**config.mk**
```make
export PLATFORM = sky130hd
export DESIGN_NAME = calibration_record_check_flat
export DESIGN_NICKNAME = d
export VERILOG_FILES = /design/src/calrec_pkg.sv /design/src/calrec_ifs.sv /design/src/calibration_record_check.sv /design/src/calrec_accum.sv /design/src/calrec_verdict.sv /design/src/flat_wrapper.sv
export SDC_FILE = /design/constraint.sdc
export NUM_CORES = 1
export LEC_CHECK = 0
export BUFFER_PORTS_ARGS = -buffer_cell sky130_fd_sc_hd__buf_2
export CORE_UTILIZATION = 40
export DETAILED_ROUTE_END_ITERATION = 8
export HOLD_SLACK_MARGIN = 0.15
export PLACE_DENSITY_LB_ADDON = 0.2
export SLEW_MARGIN = 20
export SYNTH_ARGS = -nofsm -noshare
export SYNTH_HDL_FRONTEND = slang
export SYNTH_SLANG_ARGS = --single-unit
```
**constraint.sdc**
```tcl
create_clock -name clk_i -period 7.9 [get_ports clk_i]
set_input_delay 0.395 -clock clk_i [delete_from_list [all_inputs] [get_ports clk_i]]
set_output_delay 0.395 -clock clk_i [all_outputs]
set_load 0.02 [all_outputs]
```
**src/calrec_pkg.sv**
```systemverilog
// ----------------------------------------------------------------------------
// calrec_pkg
// Shared constants, types and the byte-wide CRC-32 update of the calibration
// record checker.
// ----------------------------------------------------------------------------
package calrec_pkg;

  localparam int unsigned CntW   = 5;
  localparam int unsigned CfgIdxW = 2;

  localparam logic [CntW-1:0] RecLen   = 5'd20;
  localparam logic [CntW-1:0] CountMax = 5'd31;

  localparam logic [31:0] CrcPoly       = 32'hEDB88320;
  localparam logic [31:0] CrcSeed       = 32'hFFFFFFFF;
  localparam logic [31:0] MagicReset    = 32'h314C4143;
  localparam logic [15:0] SchemaReset   = 16'd1;
  localparam logic [31:0] DefaultGain   = 32'h3F800000;
  localparam logic [31:0] DefaultOffset = 32'h00000000;
  localparam logic [15:0] RecLenWord    = 16'd20;

  // configuration register indexes
  localparam logic [CfgIdxW-1:0] CfgMagic  = 2'd0;
  localparam logic [CfgIdxW-1:0] CfgSchema = 2'd1;

  // verdict codes
  localparam logic [2:0] StValid    = 3'd0;
  localparam logic [2:0] StLength   = 3'd1;
  localparam logic [2:0] StMagic    = 3'd2;
  localparam logic [2:0] StSchema   = 3'd3;
  localparam logic [2:0] StSize     = 3'd4;
  localparam logic [2:0] StCrc      = 3'd5;
  localparam logic [2:0] StLastCode = StCrc;

  typedef struct packed {
    logic [CntW-1:0] count;
    logic [31:0]     crc;
    logic [31:0]     magic;
    logic [15:0]     schema;
    logic [15:0]     size;
    logic [31:0]     gain;
    logic [31:0]     offset;
    logic [31:0]     crc_word;
  } rec_t;

  localparam rec_t RecClear = '{
    count:    '0,
    crc:      CrcSeed,
    magic:    '0,
    schema:   '0,
    size:     '0,
    gain:     '0,
    offset:   '0,
    crc_word: '0
  };

  typedef struct packed {
    logic [2:0]  status;
    logic        from_store;
    logic [31:0] gain_bits;
    logic [31:0] offset_bits;
    logic [15:0] schema_out;
    logic [31:0] stored_crc;
  } res_t;

  // reflected crc-32, one byte, lsb first
  function automatic logic [31:0] crc_byte(input logic [31:0] acc, input logic [7:0] b);
    logic [31:0] c;
    c = acc ^ {24'd0, b};
    for (int k = 0; k < 8; k++) begin
      c = (c >> 1) ^ (CrcPoly & {32{c[0]}});
    end
    return c;
  endfunction

endpackage

```
**src/calrec_ifs.sv**
```systemverilog
// ----------------------------------------------------------------------------
// calrec channel interfaces
// Valid/ready channels for record bytes, verdicts and register writes.
// ----------------------------------------------------------------------------
interface calrec_in_if;
  logic       valid;
  logic       ready;
  logic [7:0] data_byte;
  logic       last;

  modport source (output valid, data_byte, last, input ready);
  modport sink   (input valid, data_byte, last, output ready);
endinterface

interface calrec_out_if;
  logic        valid;
  logic        ready;
  logic [2:0]  status;
  logic        from_store;
  logic [31:0] gain_bits;
  logic [31:0] offset_bits;
  logic [15:0] schema_out;
  logic [31:0] stored_crc;

  modport source (output valid, status, from_store, gain_bits, offset_bits, schema_out,
                  stored_crc, input ready);
  modport sink   (input valid, status, from_store, gain_bits, offset_bits, schema_out,
                  stored_crc, output ready);
endinterface

interface calrec_cfg_if;
  logic        valid;
  logic        ready;
  logic [1:0]  index;
  logic [31:0] data;

  modport source (output valid, index, data, input ready);
  modport sink   (input valid, index, data, output ready);
endinterface

```
**src/calibration_record_check.sv**
```systemverilog
// ----------------------------------------------------------------------------
// calibration_record_check
// Byte-serial calibration record validation with CRC-32 and default fallback.
// ----------------------------------------------------------------------------
// Takes one record byte per cycle, sustained, while the verdict side keeps up;
// the verdict for a record is registered: its last byte passes the input
// register, then the byte-wide crc update and the ordered checks feed the
// result register. A verdict waiting at the output only holds back the next
// last byte; plain record bytes keep flowing. Register writes take effect on
// the next byte and are always accepted.
module calibration_record_check (
  input  logic                clk_i,
  input  logic                rst_ni,
  calrec_in_if.sink           in_i,
  calrec_out_if.source        out_o,
  calrec_cfg_if.sink          cfg_i
);

  logic        in_valid_q;
  logic [7:0]  in_byte_q;
  logic        in_last_q;
  logic        take;
  logic        out_valid;
  logic [31:0] exp_magic_q;
  logic [15:0] exp_schema_q;

  calrec_pkg::rec_t rec;
  calrec_pkg::res_t res;

  // a last item waits only while an untaken verdict sits in the output
  assign take = in_valid_q && (!in_last_q || !out_valid || out_o.ready);
  assign in_i.ready = !in_valid_q || take;
  assign cfg_i.ready = 1'b1;

  always_ff @(posedge clk_i or negedge rst_ni) begin
    if (!rst_ni) begin
      in_valid_q <= 1'b0;
    end else if (in_i.ready) begin
      in_valid_q <= in_i.valid;
    end
  end

  always_ff @(posedge clk_i) begin
    if (in_i.ready && in_i.valid) begin
      in_byte_q <= in_i.data_byte;
      in_last_q <= in_i.last;
    end
  end

  always_ff @(posedge clk_i or negedge rst_ni) begin
    if (!rst_ni) begin
      exp_magic_q  <= calrec_pkg::MagicReset;
      exp_schema_q <= calrec_pkg::SchemaReset;
    end else if (cfg_i.valid) begin
      unique case (cfg_i.index)
        calrec_pkg::CfgMagic:  exp_magic_q  <= cfg_i.data;
        calrec_pkg::CfgSchema: exp_schema_q <= cfg_i.data[15:0];
        default: begin
        end
      endcase
    end
  end

  calrec_accum u_accum (
    .clk_i       (clk_i),
    .rst_ni      (rst_ni),
    .take_i      (take),
    .data_byte_i (in_byte_q),
    .last_i      (in_last_q),
    .rec_o       (rec)
  );

  calrec_verdict u_verdict (
    .clk_i             (clk_i),
    .rst_ni            (rst_ni),
    .load_i            (take && in_last_q),
    .pop_i             (out_o.ready),
    .rec_i             (rec),
    .expected_magic_i  (exp_magic_q),
    .expected_schema_i (exp_schema_q),
    .valid_o           (out_valid),
    .res_o             (res)
  );

  assign out_o.valid       = out_valid;
  assign out_o.status      = res.status;
  assign out_o.from_store  = res.from_store;
  assign out_o.gain_bits   = res.gain_bits;
  assign out_o.offset_bits = res.offset_bits;
  assign out_o.schema_out  = res.schema_out;
  assign out_o.stored_crc  = res.stored_crc;

endmodule

```
**src/calrec_accum.sv**
```systemverilog
// ----------------------------------------------------------------------------
// calrec_accum
// Record field capture, byte count and running CRC; shows the updated record.
// ----------------------------------------------------------------------------
module calrec_accum (
  input  logic              clk_i,
  input  logic              rst_ni,
  input  logic              take_i,
  input  logic [7:0]        data_byte_i,
  input  logic              last_i,
  output calrec_pkg::rec_t  rec_o
);

  calrec_pkg::rec_t rec_q, rec_d, upd;
  logic [calrec_pkg::CntW-1:0] idx;
  logic [7:0] fed;

  assign idx = rec_q.count;

  always_comb begin
    upd = rec_q;
    fed = data_byte_i;
    if (idx < calrec_pkg::RecLen) begin
      priority if (idx < 5'd4) begin
        upd.magic[{idx[1:0], 3'b000} +: 8] = data_byte_i;
      end else if (idx < 5'd6) begin
        upd.schema[{idx[0], 3'b000} +: 8] = data_byte_i;
      end else if (idx < 5'd8) begin
        upd.size[{idx[0], 3'b000} +: 8] = data_byte_i;
      end else if (idx < 5'd12) begin
        upd.gain[{idx[1:0], 3'b000} +: 8] = data_byte_i;
      end else if (idx < 5'd16) begin
        upd.offset[{idx[1:0], 3'b000} +: 8] = data_byte_i;
      end else begin
        // crc bytes enter the checksum as zero
        upd.crc_word[{idx[1:0], 3'b000} +: 8] = data_byte_i;
        fed = 8'd0;
      end
      upd.crc = calrec_pkg::crc_byte(rec_q.crc, fed);
    end
    upd.count = (idx != calrec_pkg::CountMax) ? idx + 5'd1 : calrec_pkg::CountMax;
  end

  always_comb begin
    rec_d = rec_q;
    if (take_i) begin
      rec_d = last_i ? calrec_pkg::RecClear : upd;
    end
  end

  always_ff @(posedge clk_i or negedge rst_ni) begin
    if (!rst_ni) begin
      rec_q <= calrec_pkg::RecClear;
    end else begin
      rec_q <= rec_d;
    end
  end

  assign rec_o = upd;

endmodule

```
**src/calrec_verdict.sv**
```systemverilog
// ----------------------------------------------------------------------------
// calrec_verdict
// Ordered record checks and the registered verdict item.
// ----------------------------------------------------------------------------
module calrec_verdict (
  input  logic              clk_i,
  input  logic              rst_ni,
  input  logic              load_i,
  input  logic              pop_i,
  input  calrec_pkg::rec_t  rec_i,
  input  logic [31:0]       expected_magic_i,
  input  logic [15:0]       expected_schema_i,
  output logic              valid_o,
  output calrec_pkg::res_t  res_o
);

  logic             valid_q, valid_d;
  calrec_pkg::res_t res_q, res_d;
  logic [2:0]       status;

  always_comb begin
    priority if (rec_i.count != calrec_pkg::RecLen) begin
      status = calrec_pkg::StLength;
    end else if (rec_i.magic != expected_magic_i) begin
      status = calrec_pkg::StMagic;
    end else if (rec_i.schema != expected_schema_i) begin
      status = calrec_pkg::StSchema;
    end else if (rec_i.size != calrec_pkg::RecLenWord) begin
      status = calrec_pkg::StSize;
    end else if (rec_i.crc_word != ~rec_i.crc) begin
      status = calrec_pkg::StCrc;
    end else begin
      status = calrec_pkg::StValid;
    end
  end

  always_comb begin
    res_d.status     = status;
    res_d.stored_crc = rec_i.crc_word;
    if (status == calrec_pkg::StValid) begin
      res_d.from_store  = 1'b1;
      res_d.gain_bits   = rec_i.gain;
      res_d.offset_bits = rec_i.offset;
      res_d.schema_out  = rec_i.schema;
    end else begin
      res_d.from_store  = 1'b0;
      res_d.gain_bits   = calrec_pkg::DefaultGain;
      res_d.offset_bits = calrec_pkg::DefaultOffset;
      res_d.schema_out  = expected_schema_i;
    end
  end

  always_comb begin
    valid_d = valid_q;
    if (load_i) begin
      valid_d = 1'b1;
    end else if (pop_i) begin
      valid_d = 1'b0;
    end
  end

  always_ff @(posedge clk_i or negedge rst_ni) begin
    if (!rst_ni) begin
      valid_q <= 1'b0;
    end else begin
      valid_q <= valid_d;
    end
  end

  always_ff @(posedge clk_i) begin
    if (load_i) begin
      res_q <= res_d;
    end
  end

  assign valid_o = valid_q;
  assign res_o   = res_q;

endmodule

```
**src/flat_wrapper.sv**
```systemverilog
// flat-port wrapper written by rule: the top's interface ports become plain ports
module calibration_record_check_flat 
  (clk_i, rst_ni, in_i_valid, in_i_data_byte, in_i_last, in_i_ready, out_o_valid, out_o_status, out_o_from_store, out_o_gain_bits, out_o_offset_bits, out_o_schema_out, out_o_stored_crc, out_o_ready, cfg_i_valid, cfg_i_index, cfg_i_data, cfg_i_ready);
  calrec_in_if in_i_i ();
  calrec_out_if out_o_i ();
  calrec_cfg_if cfg_i_i ();
  input  logic clk_i;
  input  logic rst_ni;
  input wire logic [$bits(in_i_i.valid)-1:0] in_i_valid;
  input wire logic [$bits(in_i_i.data_byte)-1:0] in_i_data_byte;
  input wire logic [$bits(in_i_i.last)-1:0] in_i_last;
  output wire logic [$bits(in_i_i.ready)-1:0] in_i_ready;
  output wire logic [$bits(out_o_i.valid)-1:0] out_o_valid;
  output wire logic [$bits(out_o_i.status)-1:0] out_o_status;
  output wire logic [$bits(out_o_i.from_store)-1:0] out_o_from_store;
  output wire logic [$bits(out_o_i.gain_bits)-1:0] out_o_gain_bits;
  output wire logic [$bits(out_o_i.offset_bits)-1:0] out_o_offset_bits;
  output wire logic [$bits(out_o_i.schema_out)-1:0] out_o_schema_out;
  output wire logic [$bits(out_o_i.stored_crc)-1:0] out_o_stored_crc;
  input wire logic [$bits(out_o_i.ready)-1:0] out_o_ready;
  input wire logic [$bits(cfg_i_i.valid)-1:0] cfg_i_valid;
  input wire logic [$bits(cfg_i_i.index)-1:0] cfg_i_index;
  input wire logic [$bits(cfg_i_i.data)-1:0] cfg_i_data;
  output wire logic [$bits(cfg_i_i.ready)-1:0] cfg_i_ready;
  assign in_i_i.valid = in_i_valid;
  assign in_i_i.data_byte = in_i_data_byte;
  assign in_i_i.last = in_i_last;
  assign in_i_ready = in_i_i.ready;
  assign out_o_valid = out_o_i.valid;
  assign out_o_status = out_o_i.status;
  assign out_o_from_store = out_o_i.from_store;
  assign out_o_gain_bits = out_o_i.gain_bits;
  assign out_o_offset_bits = out_o_i.offset_bits;
  assign out_o_schema_out = out_o_i.schema_out;
  assign out_o_stored_crc = out_o_i.stored_crc;
  assign out_o_i.ready = out_o_ready;
  assign cfg_i_i.valid = cfg_i_valid;
  assign cfg_i_i.index = cfg_i_index;
  assign cfg_i_i.data = cfg_i_data;
  assign cfg_i_ready = cfg_i_i.ready;
  calibration_record_check u_core (.clk_i(clk_i), .rst_ni(rst_ni), .in_i(in_i_i), .out_o(out_o_i), .cfg_i(cfg_i_i));
endmodule
```
==> run summary <==
=================================================================================
Leakage power of the design ........................................      9.98 nW
Final total negative setup slack ...................................         0 ps
Area share of the largest cell type after synthesis ................        24.6%
Type of the worst min-delay path ................................... primary input to async pin
Type of the worst setup path ....................................... flip-flop to flip-flop
Run status .........................................................    completed
Flop2flop setup slack ..............................................      2340 ps
Post-synth cell types ..............................................           79
# placed instances .................................................         2671
Total clock buffers created by CTS .................................           42
Clock period minus worst slack .....................................      5560 ps
Total area of multi-input combinational cells ......................   9850 sq um
CTS resizes ........................................................            0
Start point of the critical path ................................... u_core.u_accum.idx[1]$_DFFE_PN0P_
Buf+Inv Stages, Crit Path ..........................................            2
Number of cells traversed by the worst register-to-register path ...           12
Die extent in x ....................................................  229 microns
Clock sink count ...................................................          372
Launching element type of the critical path ........................    flip-flop
Number of setup violations in the final report .....................            0
Crit path DAT ......................................................      5960 ps
Pins Over Slew Limit ...............................................            0
Combined area of all synthesized cells .............................  20600 sq um
Top Ports ..........................................................          167
Clock tree from TritonCTS ..........................................         done
Number of buffers on the longest clock path ........................            3
Slew at the pin closest to its max-slew limit ......................      1180 ps
Core Util, Final ...................................................        47.4%
Total of warnings raised by yosys ..................................            0
# rows .............................................................           82
Post-synthesis instance total ......................................         1966
Fraction of synthesis flops using an asynchronous set or reset pin .        66.4%
Clock network latency to the later pin of the worst-skew pair ......       600 ps
Endpoint of the lowest-slack register-to-register path ............. u_core.u_verdict.res_o[100]$_SDFFCE_PP0P_
Post-synth net total ...............................................         2020
Most frequent CP cell ..............................................       nor4_1
Area of the core ...................................................  50500 sq um
Part of the Yosys area used for sequential elements ................        48.4%
Area of the die ....................................................  52500 sq um
CTS H-tree depth ...................................................            2
Endpoints failing hold .............................................            0
Critical path's largest stage delay ................................      1090 ps
Count of flip-flops with a built-in enable after synthesis .........          125
DR vias/cell .......................................................         5.79
Endpoint kind of the worst setup timing path .......................    flip-flop
Crit-path slowest cell .............................................     nor4bb_1
Skew final .........................................................      29.8 ps
Total vias in the final route ......................................        16200
Global-route wire length before repair .............................       102 mm
Clk Tree Root Cell .................................................    clkbuf_16
Family with the most delay on the worst path ....................... simple AND/OR/NAND/NOR gates
Via count of the first global-routing pass .........................        15700
Peak supply drop ...................................................       163 uV
Starting density of the core .......................................        40.9%
Relative area change from synthesis to final layout ................        16.1%
Setup repair after global routing missed its margin ................           no
Largest area contributor in the synthesized netlist ................      dfrtp_1
FF-to-FF Start ..................................................... u_core.u_accum.idx[1]$_DFFE_PN0P_
Placed wire-length estimate after detailed placement ...............      46.9 mm
Most area-consuming cells after synthesis .......................... dfrtp_1 (25%), edfxtp_1 (18%), dfstp_2 (5.6%)
Antenna viol nets, final ...........................................            0
N_diodes ...........................................................            0
Max capacitance violation total ....................................            0
Number of DRC markers in iteration 0 ...............................         1588
Count of unresolved DRC violations after routing ...................            0
Post-synth top flop ................................................      dfrtp_1
Areal power density over the cells .................................  329 nW/um^2
Final period utilization ...........................................        70.4%
CP Data Required Time ..............................................      8300 ps
Max Freq ...........................................................      180 MHz
Total overflow reported by the global router .......................            0
Worst hold slack ...................................................       333 ps
Post-CTS setup buffer count ........................................            0
Crit-path cells .................................................... inv_1 > ha_1 > nor4bb_1 > mux2i_1 > xnor2_1 > nor4_1 > nand3_1 > nor4_2 > nand2_1 > or2_2 > buf_4 > nor4_1
Share of layout cells above drive strength 1 .......................        20.6%
Placer Congestion ..................................................        0.920
Routed WL per cell ................................................. 24.5 microns
Critical path capture point ........................................ u_core.u_verdict.res_o[100]$_SDFFCE_PP0P_
Fin nets ...........................................................         2142
Fillers ............................................................         4697
Mean instance size in the synthesized netlist ......................   10.5 sq um
Worst relative slew slack ..........................................        20.1%
DIE HEIGHT .........................................................  229 microns
Sum of routed wire length over all layers ..........................      68.3 mm
Largest fanout of any net on the critical path .....................           59
Largest net degree at the start of global routing ..................           83
Reg area ...........................................................   9990 sq um
Total of buffers placed on input and output ports ..................          165
Number of antenna violations at the first check in global routing ..            1
Levels on crit path ................................................           12
Flops & latches, synth .............................................          372
Reg clk slew, reported paths .......................................        70 ps
Number of standard cells in the layout, taps in and fillers out ....         2794
Drt pass-1 iters ...................................................            5
Total global-route track usage .....................................        25.8%
=================================================================================
==> final cells by class <==
cell class / instances / area share, %
flip-flops and latches: 372 / 41.7
inverters: 36 / 0.564
well taps: 672 / 3.51
clock inverters: 26 / 1.57
clock buffers: 52 / 4.76
repair buffers: 253 / 6.77
multi-input cells: 1383 / 41.1
==> logic make-up after synthesis <==
kind of cell,share of synthesized area (%)
buffers and inverters,4.36
DFF,48.4
and+or+nand+nor,14.8
xor gates and xnor gates,9.28
other,0.0182
adders and majority gates,0.364
AOI/OAI and AO/OA,14.4
muxes,8.37
==> synth_stat cells (11+ instances only) <==
library cell / instances
a211oi_1: 12
a21oi_1: 67
a22oi_1: 132
a31oi_1: 12
and2_1: 13
buf_1: 11
buf_2: 34
clkbuf_1: 117
dfrtp_1: 203
dfstp_2: 44
edfxtp_1: 125
inv_1: 35
mux2_2: 52
mux2i_1: 114
nand2_1: 218
nand3_1: 18
nand4_1: 21
nor2_1: 106
nor3_1: 15
nor3b_1: 12
nor4_1: 56
nor4_2: 22
o21ai_0: 175
o22a_1: 14
o22ai_1: 16
xnor2_1: 90
xnor3_1: 25
xor2_1: 37
==> worst min path at each step <==
| stage | end | slack, ps | cells past startpoint |
|---|---|---|---|
| 2_1_floorplan | u_core.exp_magic_q[10]$_DFFE_PN0P_ | 100 | 0 |
| 3_3_place_gp | u_core.u_accum.rec_q[103]$_DFFE_PN0P_ | 370 | 1 |
| 3_5_place_dp | u_core.u_accum.rec_q[100]$_DFFE_PN0P_ | 370 | 1 |
| 4_1_cts | u_core.u_accum.rec_q[100]$_DFFE_PN0P_ | 330 | 2 |
| 5_1_grt | u_core.u_accum.rec_q[100]$_DFFE_PN0P_ | 350 | 2 |
| 6_report | u_core.u_accum.rec_q[100]$_DFFE_PN0P_ | 330 | 2 |
==> layout by cell type (no fill, tap or decap), drive strengths merged, types with 16 or more instances in the layout <==
master	instances
nand2	220
mux2i	114
nand4	21
a21oi	67
mux2	52
clkbuf	52
dfrtp	203
o22ai	16
nor4	78
xor2	39
nor2	108
buf	208
nand3	18
o21ai	180
inv	38
dlygate4sd3	45
edfxtp	125
dfstp	44
a22oi	132
xnor2	94
xnor3	26
==> stage by stage <==
stage | cell area [sq um] | setup slack [ps] | power [W]
4_1_cts | 23900 | 2440 | 0.00788
3_5_place_dp | 22000 | 2440 | 0.00569
5_1_grt | 24000 | 2000 | 0.00822
6_report | 24000 | 2340 | 0.00788
2_1_floorplan | 20600 | 1250 | 0.00481
3_3_place_gp | 21900 | 2680 | 0.00567
==> layer usage <==
metal | vias up | track usage (%) | part of all wire, %
met2 | 543 | 40.2 | 46
met3 | 91 | 4.08 | 5.9
met4 | 0 | 6.83 | 2.4
met5 | - | 0 | 0
met1 | 8139 | 37.2 | 46
li1 | 7406 | - | -
==> what timing repair did <==
item,CTS,global route
hold buffers,45,0
endpoints found under the hold margin,113,0
endpoints found under the setup margin,0,0
==> flip-flops by register name, summed over array words and instances, names as in the netlist <==
name / flops
u_core.exp_magic_q: 32
u_core.exp_schema_q: 16
u_core.in_byte_q: 8
u_core.in_last_q: 1
u_core.in_valid_q: 1
u_core.u_accum.idx: 5
u_core.u_accum.rec_q: 192
u_core.u_verdict.res_o: 116
u_core.u_verdict.valid_o: 1
==> power by group <==
| part | switching, W | total [W] | leakage, nW | internal [W] |
|---|---|---|---|---|
| Combinational | 0.00167 | 0.00307 | 4.81 | 0.00140 |
| Sequential | 0.000339 | 0.00265 | 4.45 | 0.00231 |
| Clock | 0.000883 | 0.00216 | 0.722 | 0.00127 |
Power figures use the tool's default switching activity.
